==> src/design/tlcs_pkg.sv <==
// Shared types and constants for the text line column slicer.
// No dependencies; imported by every module of the block.
`default_nettype none
package tlcs_pkg;

  localparam int TAB_WIDTH = 8;
  localparam int CNT_W     = $clog2(TAB_WIDTH + 1);
  localparam int Q_DEPTH   = 4;
  localparam int Q_PTR_W   = $clog2(Q_DEPTH);

  localparam logic [CNT_W-1:0] TAB_W_C = CNT_W'(TAB_WIDTH);

  localparam logic [7:0] CH_ESC   = 8'h1b;
  localparam logic [7:0] CH_LBRK  = 8'h5b;
  localparam logic [7:0] CH_AT    = 8'h40;
  localparam logic [7:0] CH_TILDE = 8'h7e;
  localparam logic [7:0] CH_SPACE = 8'h20;
  localparam logic [7:0] CH_DEL   = 8'h7f;
  localparam logic [7:0] CH_TAB   = 8'h09;

  localparam logic REG_FIRST_COLUMN = 1'b0;
  localparam logic REG_WINDOW_WIDTH = 1'b1;

  typedef enum logic [1:0] {
    MODE_TEXT = 2'd0,
    MODE_ESC  = 2'd1,
    MODE_CSI  = 2'd2
  } esc_mode_t;

  typedef struct packed {
    logic [7:0] line_byte;
    logic       line_end;
    logic       empty_line;
  } in_item_t;

  typedef struct packed {
    logic [7:0]  out_char;
    logic        is_terminator;
    logic [15:0] emitted_count;
    logic        run_last;
  } out_item_t;

  // One queued job: ch repeated rep times, then an optional terminator.
  typedef struct packed {
    logic [7:0]       ch;
    logic [CNT_W-1:0] rep;
    logic             term;
    logic [15:0]      count;
  } job_t;

  typedef struct packed {
    logic full;
    logic empty;
  } q_stat_t;

endpackage
`default_nettype wire

==> src/design/tlcs_front.sv <==
// Front end: classifies each input byte, tracks escape/column/count state.
// Depends on tlcs_pkg; feeds jobs to tlcs_queue.
`default_nettype none
module tlcs_front (
  input  wire logic             clk,
  input  wire logic             rst_n,
  input  wire logic             accept,
  input  wire tlcs_pkg::in_item_t item,
  input  wire logic [15:0]      first_column,
  input  wire logic [15:0]      window_width,
  output logic                  push,
  output tlcs_pkg::job_t        job
);
  import tlcs_pkg::*;

  esc_mode_t        mode_r, mode_nxt;
  logic [16:0]      col_r, col_nxt;
  logic [CNT_W-1:0] phase_r, phase_nxt;
  logic [15:0]      bytes_r, bytes_nxt;

  logic [16:0]      end_col;
  logic [16:0]      first_ext;
  logic             active;
  logic [7:0]       c;
  logic [CNT_W-1:0] rep;
  logic [16:0]      tab_end;
  logic [16:0]      tab_from;
  logic [16:0]      tab_to;
  logic [16:0]      tab_span;
  logic [16:0]      tab_adv;
  logic [16:0]      bsum;
  logic [15:0]      bytes_upd;
  logic             term;

  always_comb begin
    first_ext = {1'b0, first_column};
    end_col   = first_ext + {1'b0, window_width};
    active    = (window_width != 16'd0) && (col_r < end_col);
    c         = item.line_byte;
    tab_end   = col_r + 17'(TAB_W_C - phase_r);
    tab_from  = (col_r > first_ext) ? col_r : first_ext;
    tab_to    = (tab_end < end_col) ? tab_end : end_col;
    tab_span  = tab_to - tab_from;
    tab_adv   = tab_to - col_r;
  end

  always_comb begin
    mode_nxt  = mode_r;
    col_nxt   = col_r;
    phase_nxt = phase_r;
    rep       = '0;
    if (!item.empty_line && active) begin
      if (mode_r == MODE_CSI) begin
        rep = CNT_W'(1);
        if (c >= CH_AT && c <= CH_TILDE) mode_nxt = MODE_TEXT;
      end else if (mode_r == MODE_ESC && c == CH_LBRK) begin
        rep      = CNT_W'(1);
        mode_nxt = MODE_CSI;
      end else begin
        // ESC followed by anything but '[' falls back to plain text handling
        mode_nxt = MODE_TEXT;
        if (c == CH_ESC) begin
          rep      = CNT_W'(1);
          mode_nxt = MODE_ESC;
        end else if (c == CH_TAB) begin
          if (tab_to > tab_from) rep = tab_span[CNT_W-1:0];
          col_nxt   = tab_to;
          // clipped at the window end: phase follows the column, a wider window may follow
          phase_nxt = (tab_to == tab_end) ? '0 : phase_r + tab_adv[CNT_W-1:0];
        end else if (c < CH_SPACE || c == CH_DEL) begin
          rep = '0;
        end else begin
          if (col_r >= first_ext) rep = CNT_W'(1);
          col_nxt   = col_r + 17'd1;
          phase_nxt = (phase_r == TAB_W_C - CNT_W'(1)) ? '0 : phase_r + CNT_W'(1);
        end
      end
    end
    bsum      = {1'b0, bytes_r} + 17'(rep);
    bytes_upd = bsum[16] ? 16'hffff : bsum[15:0];
    bytes_nxt = bytes_upd;
    term      = item.empty_line || item.line_end;
    if (term) begin
      mode_nxt  = MODE_TEXT;
      col_nxt   = '0;
      phase_nxt = '0;
      bytes_nxt = '0;
    end
  end

  always_comb begin
    push      = accept && (term || rep != '0);
    // a tab inside a CSI sequence passes through as is
    job.ch    = (c == CH_TAB && mode_r != MODE_CSI) ? CH_SPACE : c;
    job.rep   = rep;
    job.term  = term;
    job.count = bytes_upd;
  end

  always_ff @(posedge clk) begin
    if (!rst_n) begin
      mode_r  <= MODE_TEXT;
      col_r   <= '0;
      phase_r <= '0;
      bytes_r <= '0;
    end else if (accept) begin
      mode_r  <= mode_nxt;
      col_r   <= col_nxt;
      phase_r <= phase_nxt;
      bytes_r <= bytes_nxt;
    end
  end

endmodule
`default_nettype wire

==> src/design/tlcs_queue.sv <==
// Short job queue between front and back, register based.
// Depends on tlcs_pkg.
`default_nettype none
module tlcs_queue (
  input  wire logic           clk,
  input  wire logic           rst_n,
  input  wire logic           push,
  input  wire tlcs_pkg::job_t push_job,
  input  wire logic           pop,
  output tlcs_pkg::job_t      head,
  output tlcs_pkg::q_stat_t   stat
);
  import tlcs_pkg::*;

  job_t               mem_r [Q_DEPTH];
  logic [Q_PTR_W-1:0] wp_r, wp_nxt;
  logic [Q_PTR_W-1:0] rp_r, rp_nxt;
  logic [Q_PTR_W:0]   cnt_r, cnt_nxt;

  always_comb begin
    wp_nxt  = push ? wp_r + Q_PTR_W'(1) : wp_r;
    rp_nxt  = pop ? rp_r + Q_PTR_W'(1) : rp_r;
    cnt_nxt = cnt_r + (Q_PTR_W+1)'(push) - (Q_PTR_W+1)'(pop);
    head    = mem_r[rp_r];
    stat.full  = (cnt_r == (Q_PTR_W+1)'(Q_DEPTH));
    stat.empty = (cnt_r == '0);
  end

  always_ff @(posedge clk) begin
    if (push) mem_r[wp_r] <= push_job;
  end

  always_ff @(posedge clk) begin
    if (!rst_n) begin
      wp_r  <= '0;
      rp_r  <= '0;
      cnt_r <= '0;
    end else begin
      wp_r  <= wp_nxt;
      rp_r  <= rp_nxt;
      cnt_r <= cnt_nxt;
    end
  end

`ifndef NO_ASSERTIONS
  a_no_overflow: assert property (@(posedge clk) disable iff (!rst_n)
    stat.full |-> !push)
    else $error("queue push while full");
  a_no_underflow: assert property (@(posedge clk) disable iff (!rst_n)
    stat.empty |-> !pop)
    else $error("queue pop while empty");
  a_cnt_bound: assert property (@(posedge clk) disable iff (!rst_n)
    cnt_r <= (Q_PTR_W+1)'(Q_DEPTH))
    else $error("queue count out of range");
`endif

endmodule
`default_nettype wire

==> src/design/tlcs_back.sv <==
// Back end: expands queued jobs into result beats through an output register.
// Depends on tlcs_pkg; drains tlcs_queue.
`default_nettype none
module tlcs_back (
  input  wire logic              clk,
  input  wire logic              rst_n,
  input  wire tlcs_pkg::job_t    head,
  input  wire tlcs_pkg::q_stat_t stat,
  output logic                   pop,
  output logic                   out_valid,
  input  wire logic              out_ready,
  output tlcs_pkg::out_item_t    out_beat
);
  import tlcs_pkg::*;

  logic             valid_r, valid_nxt;
  out_item_t        data_r, data_nxt;
  logic [CNT_W-1:0] idx_r, idx_nxt;
  logic             load;
  logic             last_char;

  always_comb begin
    load      = !valid_r || out_ready;
    last_char = (idx_r + CNT_W'(1) == head.rep);
    valid_nxt = valid_r;
    data_nxt  = data_r;
    idx_nxt   = idx_r;
    pop       = 1'b0;
    if (load) begin
      valid_nxt = !stat.empty;
      if (!stat.empty) begin
        if (idx_r < head.rep) begin
          data_nxt.out_char      = head.ch;
          data_nxt.is_terminator = 1'b0;
          data_nxt.emitted_count = '0;
          data_nxt.run_last      = last_char && !head.term;
          pop                    = last_char && !head.term;
          idx_nxt                = pop ? '0 : idx_r + CNT_W'(1);
        end else begin
          data_nxt.out_char      = '0;
          data_nxt.is_terminator = 1'b1;
          data_nxt.emitted_count = head.count;
          data_nxt.run_last      = 1'b1;
          pop                    = 1'b1;
          idx_nxt                = '0;
        end
      end
    end
  end

  assign out_valid = valid_r;
  assign out_beat  = data_r;

  always_ff @(posedge clk) begin
    if (!rst_n) begin
      valid_r <= 1'b0;
      idx_r   <= '0;
    end else begin
      valid_r <= valid_nxt;
      idx_r   <= idx_nxt;
    end
  end

  always_ff @(posedge clk) begin
    data_r <= data_nxt;
  end

`ifndef NO_ASSERTIONS
  a_term_last: assert property (@(posedge clk) disable iff (!rst_n)
    valid_r && data_r.is_terminator |-> data_r.run_last && data_r.out_char == 8'd0)
    else $error("terminator beat malformed");
  a_idx_in_job: assert property (@(posedge clk) disable iff (!rst_n)
    !stat.empty |-> (idx_r < head.rep) || head.term)
    else $error("expansion index ran past job");
  a_idx_zero_idle: assert property (@(posedge clk) disable iff (!rst_n)
    stat.empty |-> idx_r == '0)
    else $error("expansion index left over with empty queue");
`endif

endmodule
`default_nettype wire

==> src/design/text_line_column_slicer_top.sv <==
// Top level of the text line column slicer: config registers, front, queue, back.
// Depends on tlcs_pkg, tlcs_front, tlcs_queue, tlcs_back.
//
//   channel | handshake          | payload
//   in      | in_valid/in_ready  | in_data   (line_byte, line_end, empty_line)
//   out     | out_valid/out_ready| out_beat  (out_char, is_terminator, emitted_count, run_last)
//   cfg     | psel/penable/pwrite| paddr[2:0], pwdata, prdata (first_column, window_width)
//
// An input byte is accepted every cycle while the 4-entry job queue has room.
// The back end emits one result beat per cycle while jobs are queued and out_ready is high;
// a tab expands into up to TAB_WIDTH beats there, and the terminator adds one more, so the queue fills during tab runs.
// Items that produce no result are handled in the front end only.
// Reset is synchronous, active low; no clearing pass.
`default_nettype none
module text_line_column_slicer_top (
  input  wire logic                clk,
  input  wire logic                rst_n,
  input  wire logic                in_valid,
  output logic                     in_ready,
  input  wire tlcs_pkg::in_item_t  in_data,
  output logic                     out_valid,
  input  wire logic                out_ready,
  output tlcs_pkg::out_item_t      out_beat,
  input  wire logic                psel,
  input  wire logic                penable,
  input  wire logic                pwrite,
  input  wire logic [2:0]          paddr,
  input  wire logic [31:0]         pwdata,
  output logic [31:0]              prdata,
  output logic                     pready
);
  import tlcs_pkg::*;

  logic [15:0] first_col_r;
  logic [15:0] win_width_r;
  logic        cfg_wr;
  logic        accept;
  logic        push;
  logic        pop;
  job_t        push_job;
  job_t        head;
  q_stat_t     stat;

  assign pready   = 1'b1;
  assign cfg_wr   = psel && penable && pwrite;
  assign in_ready = !stat.full;
  assign accept   = in_valid && in_ready;

  always_comb begin
    case (paddr[2])
      REG_FIRST_COLUMN: prdata = {16'd0, first_col_r};
      REG_WINDOW_WIDTH: prdata = {16'd0, win_width_r};
      default:          prdata = '0;
    endcase
  end

  always_ff @(posedge clk) begin
    if (!rst_n) begin
      first_col_r <= 16'd0;
      win_width_r <= 16'd80;
    end else if (cfg_wr) begin
      if (paddr[2] == REG_FIRST_COLUMN) first_col_r <= pwdata[15:0];
      if (paddr[2] == REG_WINDOW_WIDTH) win_width_r <= pwdata[15:0];
    end
  end

  tlcs_front u_front (
    .clk          (clk),
    .rst_n        (rst_n),
    .accept       (accept),
    .item         (in_data),
    .first_column (first_col_r),
    .window_width (win_width_r),
    .push         (push),
    .job          (push_job)
  );

  tlcs_queue u_queue (
    .clk      (clk),
    .rst_n    (rst_n),
    .push     (push),
    .push_job (push_job),
    .pop      (pop),
    .head     (head),
    .stat     (stat)
  );

  tlcs_back u_back (
    .clk       (clk),
    .rst_n     (rst_n),
    .head      (head),
    .stat      (stat),
    .pop       (pop),
    .out_valid (out_valid),
    .out_ready (out_ready),
    .out_beat  (out_beat)
  );

endmodule
`default_nettype wire

==> config.mk <==
export PLATFORM = sky130hd
export DESIGN_NAME = text_line_column_slicer_top
export DESIGN_NICKNAME = d
export VERILOG_FILES = /design/src/design/tlcs_pkg.sv /design/src/design/tlcs_front.sv /design/src/design/tlcs_queue.sv /design/src/design/tlcs_back.sv /design/src/design/text_line_column_slicer_top.sv
export SDC_FILE = /design/constraint.sdc
export NUM_CORES = 1
export LEC_CHECK = 0
export BUFFER_PORTS_ARGS = -buffer_cell sky130_fd_sc_hd__clkbuf_2
export CAP_MARGIN = 0
export CORE_ASPECT_RATIO = 0.8
export CORE_MARGIN = 2
export CORE_UTILIZATION = 31
export CTS_CLUSTER_DIAMETER = 80
export CTS_CLUSTER_SIZE = 24
export DETAILED_ROUTE_END_ITERATION = 12
export PLACE_DENSITY_LB_ADDON = 0.25
export SLEW_MARGIN = 20
export SYNTH_ARGS = -nofsm -noshare
export SYNTH_HDL_FRONTEND = slang
export SYNTH_HIERARCHICAL = 1
export SYNTH_SLANG_ARGS = --single-unit
==> constraint.sdc <==
create_clock -name clk -period 11.6 [get_ports clk]
set_input_delay 2.32 -clock clk [delete_from_list [all_inputs] [get_ports clk]]
set_output_delay 2.32 -clock clk [all_outputs]
set_load 0.005 [all_outputs]
==> results of run 1 <==
per-layer routing:
layer  vias to the layer above  track usage  wire, µm
met5                         -            0         0
met4                         0       0.0260       533
met3                        27       0.0148      1550
met2                       226        0.224     15300
met1                      5140        0.237     19200
li1                       5152            -         -
state kept, by name, indices dropped and copies added (netlist names), named ones only:
register and flops:
u_back/out_valid 1, u_front/col_r 17, u_queue/wp_r 2, u_front/mode_r 2
u_back/idx_r 4, u_queue/rp_r 2, u_front/bytes_r 16, u_queue/mem_r 116
u_queue/cnt_r 3, u_back/out_beat 26, win_width_r 16, u_front/phase_r 4
first_col_r 16
critical path: cells and delay by family, from the launching register on:
family | cells | cell delay [ps]
AO/OA/AOI/OAI | 19 | 4020
AND/OR/NAND/NOR | 9 | 2240
adder cells (fa/ha/maj) | 6 | 1920
multiplexers | 1 | 620
flip-flops | 1 | 510
buffers and inverters | 3 | 500
per-stage QoR:
step            util  cells
6_report       0.343   2054
5_1_grt        0.343   2054
4_1_cts        0.343   2054
3_5_place_dp   0.334   2028
3_3_place_gp   0.334   2028
2_1_floorplan      -   1395
worst paths after layout:
check                     startpoint            endpoint  slack (ps)  cells past startpoint
setup reg to reg  u_front/phase_r[0]  u_front/bytes_r[6]        1600                     38
hold reg to reg   u_front/bytes_r[0]  u_front/bytes_r[0]         460                      2
hold / removal    u_front/bytes_r[0]  u_front/bytes_r[0]         460                      2
setup / recovery  u_front/phase_r[0]  u_front/bytes_r[6]        1600                     38
cell families (layout without fill, tap and decap cells):
| family | count (synthesis) | count (layout) | synth area share |
|---|---|---|---|
| other | 2 | 17 | 0.000523 |
| and+or+nand+nor | 402 | 402 | 0.142 |
| DFF | 227 | 227 | 0.416 |
| muxes | 97 | 97 | 0.0954 |
| AOI/OAI and AO/OA | 308 | 308 | 0.140 |
| adders and majority gates | 127 | 127 | 0.115 |
| buffers and inverters | 154 | 201 | 0.0508 |
| xor gates and xnor gates | 63 | 63 | 0.0405 |
cells in the final DEF, fill, tap and decap left out, types with 32 or more instances in the layout:
| cell | count |
|---|---|
| clkbuf_2 | 77 |
| ha_1 | 119 |
| inv_1 | 84 |
| o21ai_0 | 56 |
| nand2_1 | 108 |
| xnor2_1 | 40 |
| mux2i_1 | 43 |
| a21oi_1 | 101 |
| nand3_1 | 39 |
| a21o_1 | 32 |
| nor2_1 | 88 |
| edfxtp_1 | 142 |
| and2_1 | 33 |
| dfxtp_1 | 84 |
power groups by stage:
stage / clock, mW / sequential, mW / combinational, mW
global route: 0.582 / 1.03 / 0.528
detailed placement: 0 / 1.04 / 0.481
global placement: 0 / 1.04 / 0.472
CTS: 0.556 / 1.02 / 0.483
floorplan: 0 / 1.04 / 0.330
finish: 0.533 / 1.02 / 0.474
synth_stat cells, types with 7 or more instances:
library cell / n / area, µm²
nand4_1: 15 / 93.8
mux2i_1: 43 / 430
a31oi_1: 14 / 87.6
mux4_2: 28 / 631
o211ai_1: 10 / 75.1
and3_1: 21 / 131
xnor2_1: 40 / 350
a211oi_1: 12 / 90.1
xor2_1: 21 / 184
clkbuf_1: 37 / 139
nor3_1: 22 / 110
nand2_1: 108 / 405
o21a_1: 11 / 82.6
nor2_1: 88 / 330
mux2_2: 25 / 282
a21o_1: 32 / 240
and2_1: 33 / 206
fa_1: 8 / 160
inv_1: 85 / 319
nand2b_1: 12 / 75.1
o21ai_0: 56 / 280
nor3b_1: 7 / 52.6
buf_4: 20 / 150
dfxtp_1: 85 / 1700
nor2b_1: 14 / 87.6
a21oi_1: 101 / 505
nor4_1: 12 / 75.1
ha_1: 119 / 1490
o21ai_1: 8 / 40.0
nand3_1: 39 / 195
edfxtp_1: 142 / 4260
cell type report:
class                      count  share of cell area
tap                          612              0.0488
timing repair buffer          90              0.0308
clock buffer                  21              0.0254
sequential                   227               0.380
multi-input combinational   1014               0.492
clock inverter                 5             0.00263
inverter                      85              0.0203
==> results.md, run 1 <==
* CP max FO at 19
* Fin. max-slew vios at 0
* Largest net degree at the start of global routing at 69
* Clk pin slew, worst setup/hold paths at roughly 100 ps
* CTS H-tree lvls at 1
* Final Cell Area at roughly 16000 µm²
* Post-CTS sizing at 0
* Crit path required time at ~12000 ps
* Slowest CP cell: mux2i_1
* Post-synthesis sequential area ratio at 0.416
* Synth Register Bits at between 200 and 250
* Int Power at 1.43 mW
* CP Class: reg -> reg
* Sequential power share at 0.504
* Cell area after placement at ~15000 µm²
* Status: finished clean
* Tmin final at between 9000 and 10000 ps
* Net Sw Frac at 0.295
* Post-Synthesis Cells at approximately 1400
* Final ANT Viol Nets at 0
* Layout cells sized above 1 at 0.133
* Via count at ~11000
* Critical path's largest stage delay at around 620 ps
* Worst-margin pin slew at about 1100 ps
* Synth async-reset ratio at 0
* Final setup fails at 0
* Final setup skew at ~35 ps
* # hold bufs at CTS at 0
* 1st-iter DRT viols at about 880
* Clk root buf: clkbuf_16
* WL per Instance at between 15 and 20 µm
* Yosys warnings at 6
* DRC viols at 0
* Router iterations before antenna repair at 5
* Io pins at roughly 110
* CTS tree: yes
* Post-CTS Setup Inserts at 0
* Clock sink total at between 200 and 250
* Clock power frac at 0.263
* Post-Syn Area at roughly 14000 µm²
* Final wirelength at around 37 mm
* Critical Path Start Type: flop
* RSZ-0062 raised after global routing: no
* Post-DP HPWL at roughly 27 mm
* Worst Slack Setup Final at 1600 ps
* Slew margin rel. at 0.292
* Register area at around 6000 µm²
* Worst slack, placed at 1630 ps
* Crit share post-route at 0.862
* Grt ovf at 0
* Avg Synthesized Cell Area at 10.4 µm²
* Number of global-route vias before repair at between 9000 and 10000
* Initial Util at 0.314
* Initial antenna violation count at 0
* P_leak at 6.34 nW
* Comb pwr share at 0.234
* Dominant synthesized flop cell: edfxtp_1
* Rows at 70
* Net Switching at approximately 0.60 mW
* Ant diodes at 0
* Synth-to-layout area growth at 9.37%
* Die ar. at between 40000 and 50000 µm²
* Footprint of the multi-input gates at 7720 µm²
* TritonCTS Buffers at 15
* Min Hold Slack at roughly 460 ps
* Core Area at roughly 46000 µm²
* Routability Congestion at ~0.84
* First-pass GRT wire length at roughly 57 mm
* Setup_tns at 0 ps
* PortBufs at 77
* EDFF count, synth at around 140
* Peak VDD IR at about 0.081 mV
* WP data arrival at 10340 ps
* Max_cap viols at 0
* Nets at roughly 1600
* Worst-Skew Late Latency at approximately 510 ps
* Overall routing resource usage at 0.151
* Final hold vios at 0
* Vias per cell at 5.13
* Pwr dens at 129 nW/µm²
* Crit end category: flop
* Fmax at 100 MHz
* Die W at 245 µm
* Hold WC Path Type: reg -> reg
* Die height at between 150 and 200 µm
* Design Power at 2.03 mW
* Maximum clock path buffer count at 3
* Synth cell types at between 80 and 90
* Fill cells at around 4700
Power figures use the tool's default switching activity.
==> run 2: changes to the inputs <==
- CORE_UTILIZATION: 31 -> 40
- CTS_BUF_LIST: not set -> sky130_fd_sc_hd__clkbuf_8 sky130_fd_sc_hd__clkbuf_16
==> results.md, run 2 (synthesis results as in run 1) <==
* 1st-iter DRT viols at 763
* Maximum clock path buffer count at 3
* Setup_tns at 0 ps
* Worst-Skew Late Latency at between 500 and 600 ps
* Layout cells sized above 1 at 0.134
* Setup slack, reg-to-reg at around 1700 ps
* Clk pin slew, worst setup/hold paths at approximately 100 ps
* WP data arrival at 10210 ps
* Rows at just over 60
* Hold Path Cell Cnt at 2
* Synth-to-layout area growth at 8.35%
* Post-CTS sizing at 0
* Final ANT Viol Nets at 0
* Crit path required time at 11960 ps
* Worst-margin pin slew at approximately 1100 ps
* Design Power at ~2.0 mW
* Commonest cells after routing, fill and taps aside: edfxtp_1, ha_1, nand2_1
* Largest Register: u_queue/mem_r
* Max_cap viols at 0
* PortBufs at 77
* Final setup skew at about 25 ps
* CP max FO at 19
* Final wirelength at between 30 and 40 mm
* Final Cell Area at 15500 µm²
* Slowest CP cell: mux2i_1
* Crit end category: flop
* Worst Slack Setup Final at approximately 1700 ps
* Die height at around 170 µm
* Worst Path Buf+Inv at 3
* Critical Path Most Common Cell: o21ai_0
* Io pins at 113
* Router iterations before antenna repair at 7
* Critical path's top delay family: compound AO/OA/AOI/OAI gates
* Clock sink total at 227
* Worst Hold End: u_front/bytes_r[0]
* Critical path's largest stage delay at 610 ps
* Ant diodes at 0
* Final setup fails at 0
* Critical path depth at 38
* Hold WC Path Type: reg -> reg
* Most common cell after layout, fill and taps aside: edfxtp_1
* Hold_sp: u_front/bytes_r[0]
* FF-to-FF Start: u_front/phase_r[0]
* CTS tree: yes
* Critical Path Start Type: flop
* Status: finished clean
* Via count at about 10000
* Initial antenna violation count at 1
* Max reg flops at roughly 120
* Crit share post-route at 0.849
* Core Area at roughly 36000 µm²
* Grt ovf at 0
* CTS H-tree lvls at 1
* Fin. max-slew vios at 0
* Pwr dens at around 130 nW/µm²
* First-pass GRT wire length at ~55 mm
* FF-to-FF End: u_front/bytes_r[1]
* Peak VDD IR at 0.0847 mV
* Worst slack, placed at 1760 ps
* Clk root buf: clkbuf_16
* Vias per cell at between 5 and 6
* Nets at ~1600
* Post-DP HPWL at around 25 mm
* DRC viols at 0
* Final hold vios at 0
* Routability Congestion at 0.850
* Fmax at a little over 100 MHz
* Largest net degree at the start of global routing at 74
* Overall routing resource usage at 0.182
* Number of global-route vias before repair at between 9000 and 10000
* TritonCTS Buffers at 15
* Fill cells at about 3400
* WL per Instance at roughly 18 µm
* Cell area after placement at around 15000 µm²
* Die ar. at ~37000 µm²
* # hold bufs at CTS at 0
* Initial Util at 0.403
* CP Class: reg -> reg
* Post-CTS Setup Inserts at 0
* P_leak at between 6 and 7 nW
* Slew margin rel. at 0.287
* Reg2Reg Depth at 38
* Tmin final at 9850 ps
* Die W at approximately 220 µm
* RSZ-0062 raised after global routing: no
run 2: worst min-delay path, stage by stage (launching register included):
cell and delay, ps:
dfxtp_1 330, nand2_1 50, a21oi_1 50
run 2: area by class of cell:
| class | instances | area, µm² | area share |
|---|---|---|---|
| multi-input combinational | 1014 | 7720 | 0.497 |
| sequential | 227 | 5970 | 0.384 |
| tap | 480 | 601 | 0.0386 |
| timing repair buffer | 89 | 475 | 0.0306 |
| clock buffer | 16 | 389 | 0.0250 |
| inverter | 85 | 319 | 0.0205 |
| clock inverter | 10 | 76.3 | 0.00491 |
run 2: power breakdown:
| group | switching, mW | leakage [nW] | total (mW) | internal (mW) |
|---|---|---|---|---|
| clock network | 0.290 | 0.244 | 0.543 | 0.253 |
| registers | 0.0349 | 2.06 | 1.02 | 0.986 |
| logic | 0.269 | 4.08 | 0.465 | 0.195 |
| total | 0.594 | 6.38 | 2.03 | 1.44 |
run 2: worst max path at each step:
stage	from	end	slack, ps
6_report	u_front/phase_r[0]	u_front/bytes_r[1]	1750
5_1_grt	u_front/phase_r[0]	u_front/bytes_r[1]	700
4_1_cts	u_front/phase_r[0]	u_front/bytes_r[1]	1730
3_5_place_dp	u_front/phase_r[0]	u_front/bytes_r[1]	1760
3_3_place_gp	u_front/phase_r[0]	u_front/bytes_r[1]	1910
2_1_floorplan	u_front/phase_r[0]	u_queue/mem_r[0][10]	2860
run 2: metrics by stage:
| step | utilization | hold slack, ps | cells |
|---|---|---|---|
| 6_report | 0.437 | 470 | 1921 |
| 5_1_grt | 0.437 | 501 | 1921 |
| 3_3_place_gp | 0.424 | 451 | 1895 |
| 2_1_floorplan | - | 436 | 1395 |
| 3_5_place_dp | 0.424 | 460 | 1895 |
| 4_1_cts | 0.437 | 473 | 1921 |
run 2: routing by layer:
layer  share of wire  vias up  track usage
li1                -     5145            -
met1            0.50     5052        0.278
met2            0.44      243        0.274
met3           0.053       26       0.0249
met4           0.015        0       0.0379
met5               0        -            0
==> run 3: changes to the inputs <==
- clock period: 11.6 -> 8.2 ns (I/O delays scaled with it)
==> results.md, run 3 (synthesis results as in run 1) <==
* Core Area at about 36000 µm²
* Initial Util at 0.403
* Via count at around 11000
* Fin. max-slew vios at 0
* Layout cells sized above 1 at 0.178
* Fmax at 129 MHz
* Maximum clock path buffer count at 3
* Final setup fails at 0
* P_leak at around 6.7 nW
* Max reg flops at between 100 and 150
* PortBufs at 77
* Worst-Skew Late Latency at around 500 ps
* CTS tree: yes
* Final Util at 0.452
* Die height at approximately 170 µm
* First-pass GRT wire length at between 50 and 60 mm
* Max_cap viols at 0
* Ant diodes at 0
* Cell area after placement at 15500 µm²
* WL per Instance at 17.9 µm
* Clock sink total at approximately 230
* Nets at roughly 1700
* Rows at slightly above 60
* Tmin final at slightly below 8000 ps
* Die W at between 200 and 250 µm
* Slowest CP cell: dfxtp_1
* Crit end category: flop
* Status: finished clean
* Pwr dens at 179 nW/µm²
* Hold WC Path Type: reg -> reg
* # hold bufs at CTS at 0
* Largest Register: u_queue/mem_r
* Setup slack, reg-to-reg at ~420 ps
* Crit share post-route at 0.949
* Initial antenna violation count at 0
* Critical path's top delay family: compound AO/OA/AOI/OAI gates
* Final ANT Viol Nets at 0
* Final hold vios at 0
* Routability Congestion at about 0.87
* Clk root buf: clkbuf_16
* Critical path's largest stage delay at ~400 ps
* Post-DP HPWL at roughly 26 mm
* Critical Path Most Common Cell: ha_1
* Crit path required time at 8550 ps
* Number of global-route vias before repair at around 10000
* Largest net degree at the start of global routing at between 70 and 80
* Final setup skew at ~18 ps
* CP Class: reg -> reg
* Slew margin rel. at 0.342
* Worst-margin pin slew at 980 ps
* CP max FO at 19
* Peak VDD IR at ~0.15 mV
* CTS H-tree lvls at 1
* Grt ovf at 0
* Worst Path Buf+Inv at 4
* Critical Path Start Type: flop
* Die ar. at roughly 37000 µm²
* Clk pin slew, worst setup/hold paths at approximately 100 ps
* Final wirelength at roughly 35 mm
* Commonest cells after routing, fill and taps aside: edfxtp_1, ha_1, nand2_1
* TritonCTS Buffers at 14
* Router iterations before antenna repair at 5
* Vias per cell at approximately 5.4
* 1st-iter DRT viols at 880
* WP data arrival at between 8000 and 9000 ps
* RSZ-0062 raised after global routing: no
* Min Hold Slack at between 400 and 500 ps
* Io pins at 113
* Most common cell after layout, fill and taps aside: edfxtp_1
* Setup_tns at 0 ps
* DRC viols at 0
* Final Cell Area at roughly 16000 µm²
* Overall routing resource usage at 0.185
* Synth-to-layout area growth at 12.3%
[run 3: final cells by class]
class | instances | area, µm²
inverters | 85 | 319
repair buffers | 142 | 948
multi-input cells | 1014 | 7820
flip-flops and latches | 227 | 5970
clock inverters | 8 | 56.3
clock buffers | 16 | 400
fillers | 3294 | 19500
well taps | 480 | 601
[run 3: where the power goes]
group	total, mW	switching [mW]	internal (mW)
combinational	0.684	0.394	0.290
sequential	1.44	0.0482	1.39
clock	0.752	0.390	0.362
[run 3: path summary, 6_finish.rpt]
path / endpoint / from / cells past startpoint
worst max-delay path: u_front/bytes_r[1] / win_width_r[4] / 37
worst min-delay path: u_front/bytes_r[0] / u_front/bytes_r[0] / 2
worst max register to register: u_front/bytes_r[1] / win_width_r[4] / 37
worst min register to register: u_front/bytes_r[0] / u_front/bytes_r[0] / 2
[run 3: repair_timing]
action	in CTS	in global routing
gates resized for setup	1	27
endpoints found under the setup margin	4	80
gates cloned	0	0
buffers inserted	1	1
hold endpoints to repair	0	0
pin swaps	1	7
[run 3: stage by stage]
| stage | power, mW | cells | setup WS, ps |
|---|---|---|---|
| 2_1_floorplan | 1.94 | 1395 | 36.6 |
| 3_3_place_gp | 2.14 | 1946 | 174 |
| 3_5_place_dp | 2.16 | 1946 | 44.1 |
| 4_1_cts | 2.92 | 1971 | 1.95 |
| 5_1_grt | 3.03 | 1972 | 20.0 |
| 6_report | 2.88 | 1972 | 419 |
[run 3: worst reg2reg max path: cells and delay by family, from the launching register on]
family	cells	cell delay [ps]
AOI/OAI and AO/OA	17	3220
adders and majority gates	5	1500
and+or+nand+nor	9	1250
buffers and inverters	4	580
DFF	1	410
muxes	1	380
xor gates and xnor gates	1	290
[run 3: layer usage]
metal / track usage / wire [µm] / vias up
met1: 0.289 / 17800 / 5087
li1: - / - / 5242
met4: 0.0293 / 477 / 0
met5: 0 / 0 / -
met2: 0.281 / 15200 / 249
met3: 0.0170 / 1710 / 30
